<file path="src/sv/cbd_pkg.sv">
`timescale 1ns / 1ps
package cbd_pkg;

  localparam int unsigned BlockW = 64;
  localparam int unsigned HalfW  = BlockW / 2;
  localparam int unsigned CfgIdxW = 2;

  localparam logic [7:0] MixMulA = 8'd63;
  localparam logic [7:0] MixMulC = 8'd17;
  localparam logic [7:0] MixAddG = 8'd51;

  typedef enum logic [CfgIdxW-1:0] {
    CFG_KEY_FIRST  = 2'd0,
    CFG_KEY_SECOND = 2'd1,
    CFG_KEY_THIRD  = 2'd2,
    CFG_FULL_MODE  = 2'd3
  } cfg_idx_e;

  // block in flight plus the raw input of the block before it
  typedef struct packed {
    logic [BlockW-1:0] word;
    logic [BlockW-1:0] prev;
  } cbd_item_t;

  // first half of the byte mix
  typedef struct packed {
    cbd_item_t  item;
    logic [7:0] b;
    logic [7:0] d;
    logic [7:0] e;
  } cbd_part_t;

endpackage

</file>
<file path="src/sv/cbd_mix_front.sv">
`timescale 1ns / 1ps
module cbd_mix_front
  import cbd_pkg::*;
(
  input  logic      clk_i,
  input  logic      rst_ni,
  input  logic      valid_i,
  output logic      ready_o,
  input  cbd_item_t item_i,
  output logic      valid_o,
  input  logic      ready_i,
  output cbd_part_t part_o
);

  logic      valid_q;
  cbd_part_t part_q, part_d;
  logic [7:0] b0, b1, b2, b3, a, c;

  assign b0 = item_i.word[7:0];
  assign b1 = item_i.word[15:8];
  assign b2 = item_i.word[23:16];
  assign b3 = item_i.word[31:24];

  always_comb begin
    a = 8'(b0 * MixMulA);
    c = 8'(b1 * MixMulC);
    part_d.item = item_i;
    part_d.b    = a + b3;
    part_d.d    = c + b2;
    part_d.e    = part_d.d + part_d.b;
  end

  assign ready_o = !valid_q || ready_i;

  always_ff @(posedge clk_i or negedge rst_ni) begin
    if (!rst_ni) begin
      valid_q <= 1'b0;
    end else if (ready_o) begin
      valid_q <= valid_i;
    end
  end

  always_ff @(posedge clk_i) begin
    if (ready_o && valid_i) begin
      part_q <= part_d;
    end
  end

  assign valid_o = valid_q;
  assign part_o  = part_q;

endmodule

</file>
<file path="src/sv/cbd_mix_back.sv">
`timescale 1ns / 1ps
module cbd_mix_back
  import cbd_pkg::*;
(
  input  logic      clk_i,
  input  logic      rst_ni,
  input  logic      mix_en_i,
  input  logic      valid_i,
  output logic      ready_o,
  input  cbd_part_t part_i,
  output logic      valid_o,
  input  logic      ready_i,
  output cbd_item_t item_o
);

  logic      valid_q;
  cbd_item_t item_q, item_d;
  logic [7:0] b3, f, g, h, i;

  assign b3 = part_i.item.word[31:24];

  always_comb begin
    f = 8'(part_i.e * b3);
    g = f + part_i.b + MixAddG;
    h = part_i.b ^ part_i.d;
    i = g ^ part_i.e;
    item_d = part_i.item;
    if (mix_en_i) begin
      item_d.word[BlockW-1:HalfW] = part_i.item.word[BlockW-1:HalfW] ^ {g, i, part_i.d, h};
    end
  end

  assign ready_o = !valid_q || ready_i;

  always_ff @(posedge clk_i or negedge rst_ni) begin
    if (!rst_ni) begin
      valid_q <= 1'b0;
    end else if (ready_o) begin
      valid_q <= valid_i;
    end
  end

  always_ff @(posedge clk_i) begin
    if (ready_o && valid_i) begin
      item_q <= item_d;
    end
  end

  assign valid_o = valid_q;
  assign item_o  = item_q;

endmodule

</file>
<file path="src/sv/chained_block_descrambler_unit.sv">
`timescale 1ns / 1ps
// Six register stages lie between input accept and output valid (input reg,
// two mix halves per round, output reg), independent of mode.
// Throughput: one item per cycle; each stage holds under backpressure.
// Reset: pipeline empty, keys zero, full mode on, chain value zero.
// Config writes are taken every cycle (cfg_ready_o tied high).
module chained_block_descrambler_unit
  import cbd_pkg::*;
(
  input  logic               clk_i,
  input  logic               rst_ni,
  input  logic               s_axis_tvalid_i,
  output logic               s_axis_tready_o,
  input  logic [BlockW-1:0]  s_axis_tdata_i,   // [63:0] scrambled_block
  output logic               m_axis_tvalid_o,
  input  logic               m_axis_tready_i,
  output logic [BlockW-1:0]  m_axis_tdata_o,   // [63:0] plain_block
  input  logic               cfg_valid_i,
  output logic               cfg_ready_o,
  input  logic [CfgIdxW-1:0] cfg_index_i,
  input  logic [BlockW-1:0]  cfg_data_i
);

  logic [BlockW-1:0] key0_q, key1_q, key2_q, chain_q;
  logic              full_q;

  // config
  assign cfg_ready_o = 1'b1;

  always_ff @(posedge clk_i or negedge rst_ni) begin
    if (!rst_ni) begin
      key0_q <= '0;
      key1_q <= '0;
      key2_q <= '0;
      full_q <= 1'b1;
    end else if (cfg_valid_i) begin
      unique case (cfg_idx_e'(cfg_index_i))
        CFG_KEY_FIRST:  key0_q <= cfg_data_i;
        CFG_KEY_SECOND: key1_q <= cfg_data_i;
        CFG_KEY_THIRD:  key2_q <= cfg_data_i;
        CFG_FULL_MODE:  full_q <= cfg_data_i[0];
        default: ;
      endcase
    end
  end

  // stage 0: key word 0, capture chain value
  logic      s0_valid_q, s0_ready;
  cbd_item_t s0_item_q;

  logic      s1_valid, s1_ready;
  cbd_part_t s1_part;
  logic      s2_valid, s2_ready;
  cbd_item_t s2_item, s2_fwd;
  logic      s3_valid, s3_ready;
  cbd_part_t s3_part;
  logic      s4_valid, s4_ready;
  cbd_item_t s4_item;

  logic              out_valid_q;
  logic              out_ready;
  logic [BlockW-1:0] out_data_q, out_data_d;

  assign s0_ready        = !s0_valid_q || s1_ready;
  assign s_axis_tready_o = s0_ready;

  always_ff @(posedge clk_i or negedge rst_ni) begin
    if (!rst_ni) begin
      s0_valid_q <= 1'b0;
      chain_q    <= '0;
    end else begin
      if (s0_ready) begin
        s0_valid_q <= s_axis_tvalid_i;
      end
      if (s0_ready && s_axis_tvalid_i) begin
        chain_q <= s_axis_tdata_i;
      end
    end
  end

  always_ff @(posedge clk_i) begin
    if (s0_ready && s_axis_tvalid_i) begin
      s0_item_q.word <= s_axis_tdata_i ^ key0_q;
      s0_item_q.prev <= chain_q;
    end
  end

  // round 1
  cbd_mix_front u_front1 (
    .clk_i   (clk_i),
    .rst_ni  (rst_ni),
    .valid_i (s0_valid_q),
    .ready_o (s1_ready),
    .item_i  (s0_item_q),
    .valid_o (s1_valid),
    .ready_i (s2_ready),
    .part_o  (s1_part)
  );

  cbd_mix_back u_back1 (
    .clk_i    (clk_i),
    .rst_ni   (rst_ni),
    .mix_en_i (1'b1),
    .valid_i  (s1_valid),
    .ready_o  (s2_ready),
    .part_i   (s1_part),
    .valid_o  (s2_valid),
    .ready_i  (s3_ready),
    .item_o   (s2_item)
  );

  // half swap, then key word 1 in full mode
  always_comb begin
    s2_fwd      = s2_item;
    s2_fwd.word = {s2_item.word[HalfW-1:0], s2_item.word[BlockW-1:HalfW]};
    if (full_q) begin
      s2_fwd.word = s2_fwd.word ^ key1_q;
    end
  end

  // round 2, mix bypassed in single-round mode
  cbd_mix_front u_front2 (
    .clk_i   (clk_i),
    .rst_ni  (rst_ni),
    .valid_i (s2_valid),
    .ready_o (s3_ready),
    .item_i  (s2_fwd),
    .valid_o (s3_valid),
    .ready_i (s4_ready),
    .part_o  (s3_part)
  );

  cbd_mix_back u_back2 (
    .clk_i    (clk_i),
    .rst_ni   (rst_ni),
    .mix_en_i (full_q),
    .valid_i  (s3_valid),
    .ready_o  (s4_ready),
    .part_i   (s3_part),
    .valid_o  (s4_valid),
    .ready_i  (out_ready),
    .item_o   (s4_item)
  );

  // output stage: chain, and key word 2 in full mode
  assign out_ready = !out_valid_q || m_axis_tready_i;

  always_comb begin
    out_data_d = s4_item.word ^ s4_item.prev;
    if (full_q) begin
      out_data_d = out_data_d ^ key2_q;
    end
  end

  always_ff @(posedge clk_i or negedge rst_ni) begin
    if (!rst_ni) begin
      out_valid_q <= 1'b0;
    end else if (out_ready) begin
      out_valid_q <= s4_valid;
    end
  end

  always_ff @(posedge clk_i) begin
    if (out_ready && s4_valid) begin
      out_data_q <= out_data_d;
    end
  end

  assign m_axis_tvalid_o = out_valid_q;
  assign m_axis_tdata_o  = out_data_q;

endmodule

</file>
<file path="config.mk">
export PLATFORM = sky130hd
export DESIGN_NAME = chained_block_descrambler_unit
export DESIGN_NICKNAME = d
export VERILOG_FILES = /design/src/sv/cbd_pkg.sv /design/src/sv/cbd_mix_front.sv /design/src/sv/cbd_mix_back.sv /design/src/sv/chained_block_descrambler_unit.sv
export SDC_FILE = /design/constraint.sdc
export NUM_CORES = 1
export LEC_CHECK = 0
export ABC_AREA = 1
export BUFFER_PORTS_ARGS = -buffer_cell sky130_fd_sc_hd__buf_2
export CELL_PAD_IN_SITES_DETAIL_PLACEMENT = 2
export CELL_PAD_IN_SITES_GLOBAL_PLACEMENT = 2
export CORE_MARGIN = 10
export CORE_UTILIZATION = 30
export DETAILED_ROUTE_END_ITERATION = 10
export GPL_ROUTABILITY_DRIVEN = 0
export PLACE_DENSITY = 0.62
export RECOVER_POWER = 25
export SKIP_CTS_REPAIR_TIMING = 1
export SYNTH_ARGS = -nofsm -noshare
export SYNTH_HDL_FRONTEND = slang
export SYNTH_SLANG_ARGS = --single-unit
</file>
<file path="constraint.sdc">
create_clock -name clk_i -period 9.45 [get_ports clk_i]
set_clock_uncertainty 0.1 [all_clocks]
set_input_delay 0.945 -clock clk_i [delete_from_list [all_inputs] [get_ports clk_i]]
set_output_delay 0.945 -clock clk_i [all_outputs]
set_load 0.02 [all_outputs]
</file>
==> results.sh, run 1 <==
export IMPL_synth_largest_area_cell="sky130_fd_sc_hd__edfxtp_1"
export IMPL_critical_path_cell_chain="nand2_1 -> xnor2_1 -> ha_1 -> inv_1 -> xor2_1 -> inv_1 -> fa_1 -> inv_1 -> fa_1 -> inv_1 -> fa_1 -> inv_1 -> ha_1 -> a21oi_1 -> xnor2_1 -> ha_1 -> nand2_1 -> a21oi_1 -> a211oi_1 -> o21ai_0 -> nand3b_1 -> nand3_1 -> nand2_1"
export IMPL_longest_individual_stage_delay_on_the_worst_path_ns=0.76
export IMPL_synth_sequential_area_ratio=0.691
export IMPL_netlist_instances=3171
export IMPL_die_area_um2=156000
export IMPL_synth_most_common_cell="sky130_fd_sc_hd__nand2_1"
export IMPL_yosys_register_bits=1015
export IMPL_synth_cell_area_um2=42200
export IMPL_grt_first_pass_wirelength_um=181000
export IMPL_fin_worst_hold_slack_ns=0.287
export IMPL_start_util=0.302
export IMPL_drt_first_iter_violations=1468
export IMPL_worst_slew_pin_slew_ns=5.20
export IMPL_buffer_ports_inserted=200
export IMPL_core_area_um2=140000
export IMPL_clock_tree_root_cell="sky130_fd_sc_hd__clkbuf_16"
export IMPL_postSynthAreaPerCell_um2=13.3
export IMPL_violated_checks="max-capacitance violations, max-slew violations"
export IMPL_grt_max_degree=113
export IMPL_netlist_area_leader_share=0.535
export IMPL_final_setup_tns_ns=0
export IMPL_report_final_setup_viol=0
export IMPL_cts_buffer_depth=3
export IMPL_average_wire_per_standard_cell_um=22.5
export IMPL_cpMaxStageDelayCell="sky130_fd_sc_hd__dfstp_4"
export IMPL_status="finished with violations"
export IMPL_netlist_top_cells_area="sky130_fd_sc_hd__edfxtp_1 (53%), sky130_fd_sc_hd__dfrtp_1 (16%), sky130_fd_sc_hd__nand2_1 (6.7%)"
export IMPL_drt_wl_total_um=121000
export IMPL_viasPerCell=4.40
export IMPL_core_rowCount=137
export IMPL_cts_num_sinks=1015
export IMPL_die_width_um=395
export IMPL_timing_final_max_slew_violations=83
export IMPL_detail_route_drc_violations=0
export IMPL_cp_data_arrival_time_ns=6.45
export IMPL_ys_dominant_reg_cell="sky130_fd_sc_hd__edfxtp_1"
export IMPL_antenna_found_initial=8
export IMPL_hpwl_um=86400
export IMPL_worstSetupPathType="reg2reg"
export IMPL_tritoncts_clock_tree="done"
export IMPL_detail_route_first_pass_iterations=4
export IMPL_layout_filler_cells=14400
export IMPL_post_synth_edffs=752
export IMPL_antenna_violating_nets_post_route=0
export IMPL_via_count_of_the_first_global_routing_pass=26600
export IMPL_numCtsBuffers=110
export IMPL_slew_headroom=-2.47
export IMPL_clock_pin_slew_of_the_registers_on_the_worst_case_setup_and_hold_paths_ns=0.07
export IMPL_final_nets=3757
export IMPL_finalCriticalPeriod_ns=6.07
export IMPL_cp_max_fo=20
export IMPL_critPathLaunchType="flop"
export IMPL_netlist_top_cells_count="sky130_fd_sc_hd__nand2_1 (754), sky130_fd_sc_hd__edfxtp_1 (752), sky130_fd_sc_hd__inv_1 (368), sky130_fd_sc_hd__dfrtp_1 (262), sky130_fd_sc_hd__xor2_1 (214)"
export IMPL_finalHoldViolations=0
export IMPL_clock_tree_htree_level_count=3
export IMPL_synthArstFlopShare=0.259
export IMPL_ys_types=35
export IMPL_cap_violations=1
export IMPL_grt_setup_unrepaired="no"
export IMPL_gr_usage_all_layers=0.155
export IMPL_worst_endpoint_required_ns=9.84
export IMPL_vias=23700
export IMPL_final_layout_size_suffix_gt1_frac=0.120
export IMPL_crit_path_end_kind="flop"
export IMPL_globalRoute_totalOverflow=0
export IMPL_ioPinCount=202
export IMPL_clk_insertion_delay_late_ns=0.74
export IMPL_area_growth_synth_to_final_pct=15.8
export IMPL_fin_crit_share=0.642
export IMPL_die_height_um=395
export IMPL_postSynthNetCount=3507
export IMPL_synth_warnings=0
export IMPL_path_common_cell="sky130_fd_sc_hd__inv_1"
export IMPL_fmax_mhz=165
export IMPL_hold_path_class="reg2reg"
-- through the flow --
step	instances	util	cell area [µm²]	setup WS [ns]
after floorplan	3171	-	42200	0.967
after global placement	5185	0.325	45400	3.53
after detailed placement	5185	0.325	45400	3.25
after CTS	5395	0.350	48900	3.28
after global routing	5395	0.350	48900	2.80
final	5396	0.350	48900	3.38
-- placed cells by master (no fill, tap or decap), types with 2 or more instances in the layout --
cell	netlist	final
sky130_fd_sc_hd__a21boi_0	10	10
sky130_fd_sc_hd__a21o_1	7	7
sky130_fd_sc_hd__a21oi_1	28	28
sky130_fd_sc_hd__a31oi_1	2	2
sky130_fd_sc_hd__buf_12	0	2
sky130_fd_sc_hd__buf_2	12	199
sky130_fd_sc_hd__buf_4	2	20
sky130_fd_sc_hd__bufinv_16	0	3
sky130_fd_sc_hd__clkbuf_1	53	27
sky130_fd_sc_hd__clkbuf_16	0	110
sky130_fd_sc_hd__clkbuf_8	0	13
sky130_fd_sc_hd__clkinv_1	0	9
sky130_fd_sc_hd__clkinv_2	0	26
sky130_fd_sc_hd__clkinv_4	0	3
sky130_fd_sc_hd__clkinv_8	0	3
sky130_fd_sc_hd__clkinvlp_4	0	9
sky130_fd_sc_hd__dfrtp_1	262	262
sky130_fd_sc_hd__edfxtp_1	752	752
sky130_fd_sc_hd__fa_1	74	74
sky130_fd_sc_hd__ha_1	127	127
sky130_fd_sc_hd__inv_1	368	366
sky130_fd_sc_hd__inv_2	6	5
sky130_fd_sc_hd__inv_6	0	9
sky130_fd_sc_hd__nand2_1	754	752
sky130_fd_sc_hd__nand2_2	2	2
sky130_fd_sc_hd__nand2_4	0	2
sky130_fd_sc_hd__nand3_1	43	42
sky130_fd_sc_hd__nand3b_1	8	8
sky130_fd_sc_hd__nand4_1	5	5
sky130_fd_sc_hd__nor2_1	8	6
sky130_fd_sc_hd__nor2_2	3	2
sky130_fd_sc_hd__nor2_4	2	5
sky130_fd_sc_hd__o21ai_0	213	213
sky130_fd_sc_hd__o21bai_1	3	3
sky130_fd_sc_hd__or2_2	7	7
sky130_fd_sc_hd__xnor2_1	183	183
sky130_fd_sc_hd__xor2_1	214	214
-- kinds of logic (layout without fill, tap and decap cells) --
logic type | after synthesis | after routing | share of synthesized area
flip-flops | 1015 | 1015 | 0.691
AND/OR/NAND/NOR | 833 | 833 | 0.0775
adder cells (fa/ha/maj) | 201 | 201 | 0.0727
other | 1 | 2 | 0.0000888
buffers and inverters | 458 | 806 | 0.0434
XOR/XNOR | 397 | 397 | 0.0824
AO/OA/AOI/OAI | 266 | 266 | 0.0330
-- flip-flops by register name, summed over array words and instances, names as in the netlist, 64 cells and up --
signal           cells
u_front1.part_o    152
u_front2.part_o    152
s0_item_q          128
u_back1.item_o     128
u_back2.item_o     128
chain_q             64
key0_q              64
key1_q              64
key2_q              64
m_axis_tdata_o      64
-- path summary, 6_finish.rpt --
kind                                               start                           end  slack (ns)  cells past startpoint
setup / recovery                      full_q$_DFFE_PN1P_  u_front2.part_o[7]$_DFFE_PP_        3.38                     23
hold / removal             u_front2.part_o[76]$_DFFE_PP_  u_back2.item_o[52]$_DFFE_PP_        0.29                      0
setup reg to reg                      full_q$_DFFE_PN1P_  u_front2.part_o[7]$_DFFE_PP_        3.38                     23
hold reg to reg            u_front2.part_o[76]$_DFFE_PP_  u_back2.item_o[52]$_DFFE_PP_        0.29                      0
max in group asynchronous                         rst_ni        key2_q[33]$_DFFE_PN0P_        3.83                      3
min in group asynchronous                         rst_ni   u_back1.valid_o$_DFFE_PN0P_        2.03                      1
-- layout make-up --
class | instances | area (µm²) | share of cell area
timing repair buffer | 222 | 1190 | 0.0243
inverter | 374 | 1420 | 0.0291
antenna | 1 | 2.50 | 0.0000512
tap | 1876 | 2350 | 0.0480
sequential | 1015 | 29200 | 0.597
clock inverter | 61 | 478 | 0.00977
clock buffer | 149 | 3030 | 0.0619
multi-input combinational | 1698 | 11300 | 0.230
-- per-layer routing --
metal	part of all wire	track usage	vias to the layer above
li1	-	-	10900
met1	0.45	0.203	12300
met2	0.50	0.266	351
met3	0.034	0.0235	150
met4	0.021	0.0423	2
met5	0.000099	0	-
-- worst max-delay path, delay by kind of cell (launching register included) --
family | cells | cell delay (ns)
compound gates | 4 | 0.63
xor+xnor | 3 | 0.97
fa+ha+maj | 6 | 2.48
buf+inv | 5 | 0.33
flops | 1 | 0.76
simple gates | 5 | 0.56
Power of run 1 is not shown: default switching activity piles up to over one toggle a cycle in this logic, so the estimate is an artifact.
==> inputs of run 2 (changes only) <==
==> constraint.sdc (replaced) <==
create_clock -name clk_i -period 6.2 [get_ports clk_i]
set_clock_uncertainty 0.1 [all_clocks]
set_input_delay 0.62 -clock clk_i [delete_from_list [all_inputs] [get_ports clk_i]]
set_output_delay 0.62 -clock clk_i [all_outputs]
set_load 0.02 [all_outputs]
==> run 2 against run 1 <==
  * The run still ends with max-capacitance violations, max-slew violations left
  * Highest routed layer unchanged
  * Register-to-register slack worse by 2.7 ns
  * Final area is 0.95% higher
  * Worst hold slack worse by 0.27 ns
  * Utilization is 0.33 points higher
  * Critical endpoint unchanged
  * Largest cell class unchanged
  * Global-route usage is 0.25 points higher
  * Wire length is 1.8% higher
  * Critical path type unchanged
  * Critical path depth is 1 lower
==> results.sh, run 2 (same netlist as run 1, synthesis figures left out) <==
export IMPL_detail_route_drc_violations=0
export IMPL_longest_individual_stage_delay_on_the_worst_path_ns=0.69
export IMPL_drt_wl_total_um=123000
export IMPL_detail_route_first_pass_iterations=5
export IMPL_viasPerCell=4.42
export IMPL_core_area_um2=140000
export IMPL_timing_final_max_slew_violations=76
export IMPL_path_common_cell="sky130_fd_sc_hd__nand2_1"
export IMPL_globalRoute_totalOverflow=0
export IMPL_area_growth_synth_to_final_pct=16.9
export IMPL_fin_crit_share=0.895
export IMPL_clock_tree_htree_level_count=3
export IMPL_final_setup_tns_ns=0
export IMPL_worstSetupPathType="reg2reg"
export IMPL_slew_headroom=-2.06
export IMPL_ioPinCount=202
export IMPL_worst_endpoint_required_ns=6.60
export IMPL_pre_cts_ws_ns=0.614
export IMPL_average_wire_per_standard_cell_um=22.9
export IMPL_gr_usage_all_layers=0.158
export IMPL_critPathLaunchType="flop"
export IMPL_tritoncts_clock_tree="done"
export IMPL_crit_path_end_kind="flop"
export IMPL_clock_tree_root_cell="sky130_fd_sc_hd__clkbuf_16"
export IMPL_critical_path_startpoint="full_q$_DFFE_PN1P_"
export IMPL_r2r_end="u_front2.part_o[7]$_DFFE_PP_"
export IMPL_fmax_mhz=180
export IMPL_finalHoldViolations=0
export IMPL_violated_checks="max-capacitance violations, max-slew violations"
export IMPL_grt_setup_unrepaired="no"
export IMPL_final_layout_size_suffix_gt1_frac=0.121
export IMPL_drt_first_iter_violations=1577
export IMPL_start_util=0.302
export IMPL_worst_r2r_cell_count=22
export IMPL_cts_buffer_depth=3
export IMPL_numCtsBuffers=108
export IMPL_critical_path_cell_chain="nand2_1 -> xor2_1 -> inv_1 -> fa_1 -> ha_1 -> ha_1 -> fa_1 -> ha_1 -> a21oi_1 -> nand2_1 -> nand2_1 -> nand2_1 -> a21oi_1 -> xnor2_1 -> ha_1 -> nand2_1 -> a21oi_1 -> a211oi_1 -> o21ai_0 -> nand3b_1 -> nand3_1 -> nand2_1"
export IMPL_grt_first_pass_wirelength_um=183000
export IMPL_clk_insertion_delay_late_ns=0.74
export IMPL_worst_slew_pin_slew_ns=4.58
export IMPL_setup_worst_path_end="u_front2.part_o[7]$_DFFE_PP_"
export IMPL_die_height_um=395
export IMPL_core_rowCount=137
export IMPL_cap_violations=1
export IMPL_r2r_start="full_q$_DFFE_PN1P_"
export IMPL_die_area_um2=156000
export IMPL_hold_path_class="in2reg"
export IMPL_antenna_found_initial=14
export IMPL_report_final_setup_viol=0
export IMPL_final_nets=3761
export IMPL_status="finished with violations"
export IMPL_worst_path_dominant_cell_family="adder cells"
export IMPL_cp_num_buf_inv=1
export IMPL_layout_setup_ws_ns=0.648
export IMPL_grt_max_degree=112
export IMPL_cts_num_sinks=1015
export IMPL_antenna_violating_nets_post_route=0
export IMPL_via_count_of_the_first_global_routing_pass=26500
export IMPL_finalCriticalPeriod_ns=5.55
export IMPL_layout_commonest_cell="sky130_fd_sc_hd__nand2_1"
export IMPL_cp_data_arrival_time_ns=5.95
export IMPL_number_of_stages_on_the_worst_setup_path=22
export IMPL_worst_r2r_setup_slack_ns=0.65
export IMPL_layout_cells_most_common_list="sky130_fd_sc_hd__nand2_1 (753), sky130_fd_sc_hd__edfxtp_1 (752), sky130_fd_sc_hd__inv_1 (366)"
export IMPL_cp_max_fo=12
export IMPL_hpwl_um=87600
export IMPL_buffer_ports_inserted=200
export IMPL_clock_pin_slew_of_the_registers_on_the_worst_case_setup_and_hold_paths_ns=0.06
export IMPL_die_width_um=395
export IMPL_vias=23900
export IMPL_cpMaxStageDelayCell="sky130_fd_sc_hd__dfstp_4"
[run 2: cell count changes in the layout (fill, tap and decap cells not counted), sizes merged]
cell / before / now
bufinv: 3 / 17
clkbuf: 150 / 153
buf: 221 / 223
dlygate4sd3: 0 / 3
diode: 1 / 3
inv: 382 / 376
clkinv: 41 / 27
clkdlybuf4s25: 0 / 1
clkinvlp: 9 / 6
[run 2: final cells by class]
type                    instances  area (µm²)
inverters                     374        1420
diodes                          3        7.51
well taps                    1876        2350
repair buffers                228        1310
multi-input cells            1698       11300
fillers                     14300       90300
clock inverters                52         744
clock buffers                 152        3110
flip-flops and latches       1015       29200
[run 2: tightest hold or removal path, cell delays in order]
cell	delay [ns]
sky130_fd_sc_hd__buf_2	0.10
sky130_fd_sc_hd__nand2_1	0.05
sky130_fd_sc_hd__nand2_1	0.04
[run 2: per-stage QoR]
stage / area (µm²) / hold WS (ns) / util / std cells
after floorplan: 42200 / 0.224 / - / 3171
after global placement: 45500 / 0.300 / 0.326 / 5188
after detailed placement: 45500 / 0.305 / 0.326 / 5188
after CTS: 49300 / -0.232 / 0.353 / 5392
after global routing: 49400 / 0.00629 / 0.353 / 5397
final: 49400 / 0.0182 / 0.353 / 5398
[run 2: how the worst min path moves through the flow]
| stage | end | cells after the start | startpoint |
|---|---|---|---|
| floorplan | chain_q[0]$_DFFE_PN0P_ | 0 | rst_ni |
| global placement | u_back1.item_o[13]$_DFFE_PP_ | 0 | u_front1.part_o[37]$_DFFE_PP_ |
| detailed placement | u_back2.item_o[40]$_DFFE_PP_ | 0 | u_front2.part_o[64]$_DFFE_PP_ |
| CTS | key1_q[60]$_DFFE_PN0P_ | 1 | rst_ni |
| global route | chain_q[4]$_DFFE_PN0P_ | 3 | s_axis_tdata_i[4] |
| finish | chain_q[35]$_DFFE_PN0P_ | 3 | s_axis_tdata_i[35] |
[run 2: metal layers]
layer,track usage,part of all wire,wire length (µm)
met3,0.0281,0.038,4720
met2,0.268,0.49,61000
met4,0.0476,0.026,3150
met5,0,0.00037,46
met1,0.204,0.44,54500
Power of run 2 is left out for the same reason.
==> inputs of run 3 (changes only) <==
--- a/config.mk
+++ b/config.mk
@@ -12,7 +12,7 @@
 export CORE_MARGIN = 10
 export CORE_UTILIZATION = 30
 export DETAILED_ROUTE_END_ITERATION = 10
-export GPL_ROUTABILITY_DRIVEN = 0
+export MAX_ROUTING_LAYER = met4
 export PLACE_DENSITY = 0.62
 export RECOVER_POWER = 25
 export SKIP_CTS_REPAIR_TIMING = 1
==> run 3 against run 2 <==
  * The run still ends with max-capacitance violations, max-slew violations left
  * Maximum frequency about the same
  * Critical path depth unchanged
  * Sequential share of layout area about the same
  * Die area unchanged
  * Utilization about the same
  * Global-route usage up 0.46 points
  * Sequential cell count unchanged
  * Wire length up 0.14%
==> results.sh, run 3 (same netlist as run 1, synthesis figures left out) <==
export IMPL_status="finished with violations"
export IMPL_violated_checks="max-capacitance violations, max-slew violations"
export IMPL_layout_cells_most_common_list="sky130_fd_sc_hd__nand2_1 (753), sky130_fd_sc_hd__edfxtp_1 (752), sky130_fd_sc_hd__inv_1 (366)"
export IMPL_antenna_found_initial=13
export IMPL_cpMaxStageDelayCell="sky130_fd_sc_hd__dfstp_4"
export IMPL_finalCriticalPeriod_ns=5.55
export IMPL_worst_slew_pin_slew_ns=4.61
export IMPL_tritoncts_clock_tree="done"
export IMPL_core_area_um2=140000
export IMPL_buffer_ports_inserted=200
export IMPL_detail_route_first_pass_iterations=5
export IMPL_fin_crit_share=0.896
export IMPL_grt_first_pass_wirelength_um=183000
export IMPL_cts_num_sinks=1015
export IMPL_fmax_mhz=180
export IMPL_die_width_um=395
export IMPL_clk_insertion_delay_late_ns=0.73
export IMPL_via_count_of_the_first_global_routing_pass=26500
export IMPL_final_setup_tns_ns=0
export IMPL_grt_setup_unrepaired="no"
export IMPL_die_area_um2=156000
export IMPL_final_nets=3760
export IMPL_detail_route_drc_violations=0
export IMPL_area_growth_synth_to_final_pct=16.9
export IMPL_critPathLaunchType="flop"
export IMPL_crit_path_end_kind="flop"
export IMPL_layout_filler_cells=14300
export IMPL_path_common_cell="sky130_fd_sc_hd__nand2_1"
export IMPL_start_util=0.302
export IMPL_worst_endpoint_required_ns=6.59
export IMPL_die_height_um=395
export IMPL_gr_usage_all_layers=0.162
export IMPL_viasPerCell=4.43
export IMPL_cp_data_arrival_time_ns=5.94
export IMPL_longest_individual_stage_delay_on_the_worst_path_ns=0.69
export IMPL_slew_headroom=-2.08
export IMPL_core_rowCount=137
export IMPL_grt_max_degree=112
export IMPL_average_wire_per_standard_cell_um=22.9
export IMPL_globalRoute_totalOverflow=0
export IMPL_grt_met3_usage=0.0267
export IMPL_numCtsBuffers=108
export IMPL_cp_max_fo=12
export IMPL_drt_wl_total_um=124000
export IMPL_worstSetupPathType="reg2reg"
export IMPL_critical_path_cell_chain="nand2_1 -> xor2_1 -> inv_1 -> fa_1 -> ha_1 -> ha_1 -> fa_1 -> ha_1 -> a21oi_1 -> nand2_1 -> nand2_1 -> nand2_1 -> a21oi_1 -> xnor2_1 -> ha_1 -> nand2_1 -> a21oi_1 -> a211oi_1 -> o21ai_0 -> nand3b_1 -> nand3_1 -> nand2_1"
export IMPL_timing_final_max_slew_violations=76
export IMPL_clock_pin_slew_of_the_registers_on_the_worst_case_setup_and_hold_paths_ns=0.06
export IMPL_globalRouteMet1Util=0.205
export IMPL_gr_usage_met2=0.267
export IMPL_drt_first_iter_violations=1549
export IMPL_report_final_setup_viol=0
export IMPL_cts_buffer_depth=3
export IMPL_layout_commonest_cell="sky130_fd_sc_hd__nand2_1"
export IMPL_cp_num_buf_inv=1
export IMPL_routabilityCongestion=0.812
export IMPL_hold_path_class="in2reg"
export IMPL_clock_tree_root_cell="sky130_fd_sc_hd__clkbuf_16"
export IMPL_cap_violations=1
export IMPL_clock_tree_htree_level_count=3
export IMPL_grt_busiest_layer="met2"
export IMPL_ioPinCount=202
export IMPL_antenna_violating_nets_post_route=0
export IMPL_vias=23900
export IMPL_final_layout_size_suffix_gt1_frac=0.121
export IMPL_finalHoldViolations=0
export IMPL_hpwl_um=87600
export IMPL_worst_path_dominant_cell_family="adder cells"
==> run 3: cell types whose count changed in the layout (fill, tap and decap cells not counted), sizes merged <==
cell	change
dlygate4sd3	-1
diode	+3
==> run 3: routing by layer <==
| metal | vias up | wire (µm) |
|---|---|---|
| met1 | 12400 | 55100 |
| li1 | 10900 | - |
| met5 | - | 0 |
| met3 | 154 | 4420 |
| met2 | 385 | 61000 |
| met4 | 0 | 3130 |
==> run 3: path summary, 6_finish.rpt <==
| path | start | endpoint | slack [ns] | cells past startpoint |
|---|---|---|---|---|
| setup / recovery | full_q$_DFFE_PN1P_ | u_front2.part_o[7]$_DFFE_PP_ | 0.65 | 22 |
| hold / removal | s_axis_tdata_i[35] | chain_q[35]$_DFFE_PN0P_ | 0.01 | 3 |
| setup reg to reg | full_q$_DFFE_PN1P_ | u_front2.part_o[7]$_DFFE_PP_ | 0.65 | 22 |
| hold reg to reg | u_front1.part_o[79]$_DFFE_PP_ | u_back1.item_o[55]$_DFFE_PP_ | 0.30 | 0 |
| max in group asynchronous | rst_ni | chain_q[2]$_DFFE_PN0P_ | 1.12 | 3 |
| min in group asynchronous | rst_ni | key2_q[52]$_DFFE_PN0P_ | 2.09 | 2 |
==> run 3: cell type report <==
cell class / instances / area [µm²] / share of cell area
Tap cell: 1876 / 2350 / 0.0476
Multi-Input combinational cell: 1698 / 11300 / 0.228
Clock buffer: 152 / 3110 / 0.0630
Clock inverter: 52 / 744 / 0.0151
Inverter: 374 / 1420 / 0.0288
Sequential cell: 1015 / 29200 / 0.591
Antenna cell: 6 / 15.0 / 0.000304
Timing Repair Buffer: 227 / 1300 / 0.0263
==> run 3: worst register-to-register path, cell delays in order (launching register included) <==
cell and delay, ns:
sky130_fd_sc_hd__dfstp_4 0.69, sky130_fd_sc_hd__nand2_1 0.08, sky130_fd_sc_hd__xor2_1 0.38, sky130_fd_sc_hd__inv_1 0.16, sky130_fd_sc_hd__fa_1 0.54, sky130_fd_sc_hd__ha_1 0.31
sky130_fd_sc_hd__ha_1 0.33, sky130_fd_sc_hd__fa_1 0.47, sky130_fd_sc_hd__ha_1 0.35, sky130_fd_sc_hd__a21oi_1 0.20, sky130_fd_sc_hd__nand2_1 0.08, sky130_fd_sc_hd__nand2_1 0.08
sky130_fd_sc_hd__nand2_1 0.06, sky130_fd_sc_hd__a21oi_1 0.17, sky130_fd_sc_hd__xnor2_1 0.18, sky130_fd_sc_hd__ha_1 0.32, sky130_fd_sc_hd__nand2_1 0.09, sky130_fd_sc_hd__a21oi_1 0.04
sky130_fd_sc_hd__a211oi_1 0.17, sky130_fd_sc_hd__o21ai_0 0.16, sky130_fd_sc_hd__nand3b_1 0.21, sky130_fd_sc_hd__nand3_1 0.10, sky130_fd_sc_hd__nand2_1 0.06
==> run 3: stage by stage <==
step	std cells	area [µm²]	hold WS [ns]	util	worst slack [ns]
floorplan	3171	42200	0.224	-	0.670
global placement	5188	45500	0.300	0.326	0.745
detailed placement	5188	45500	0.305	0.326	0.614
CTS	5392	49300	-0.232	0.353	0.600
global route	5400	49400	0.0000417	0.353	0.259
finish	5400	49400	0.0149	0.353	0.647
Power of run 3 is left out for the same reason.
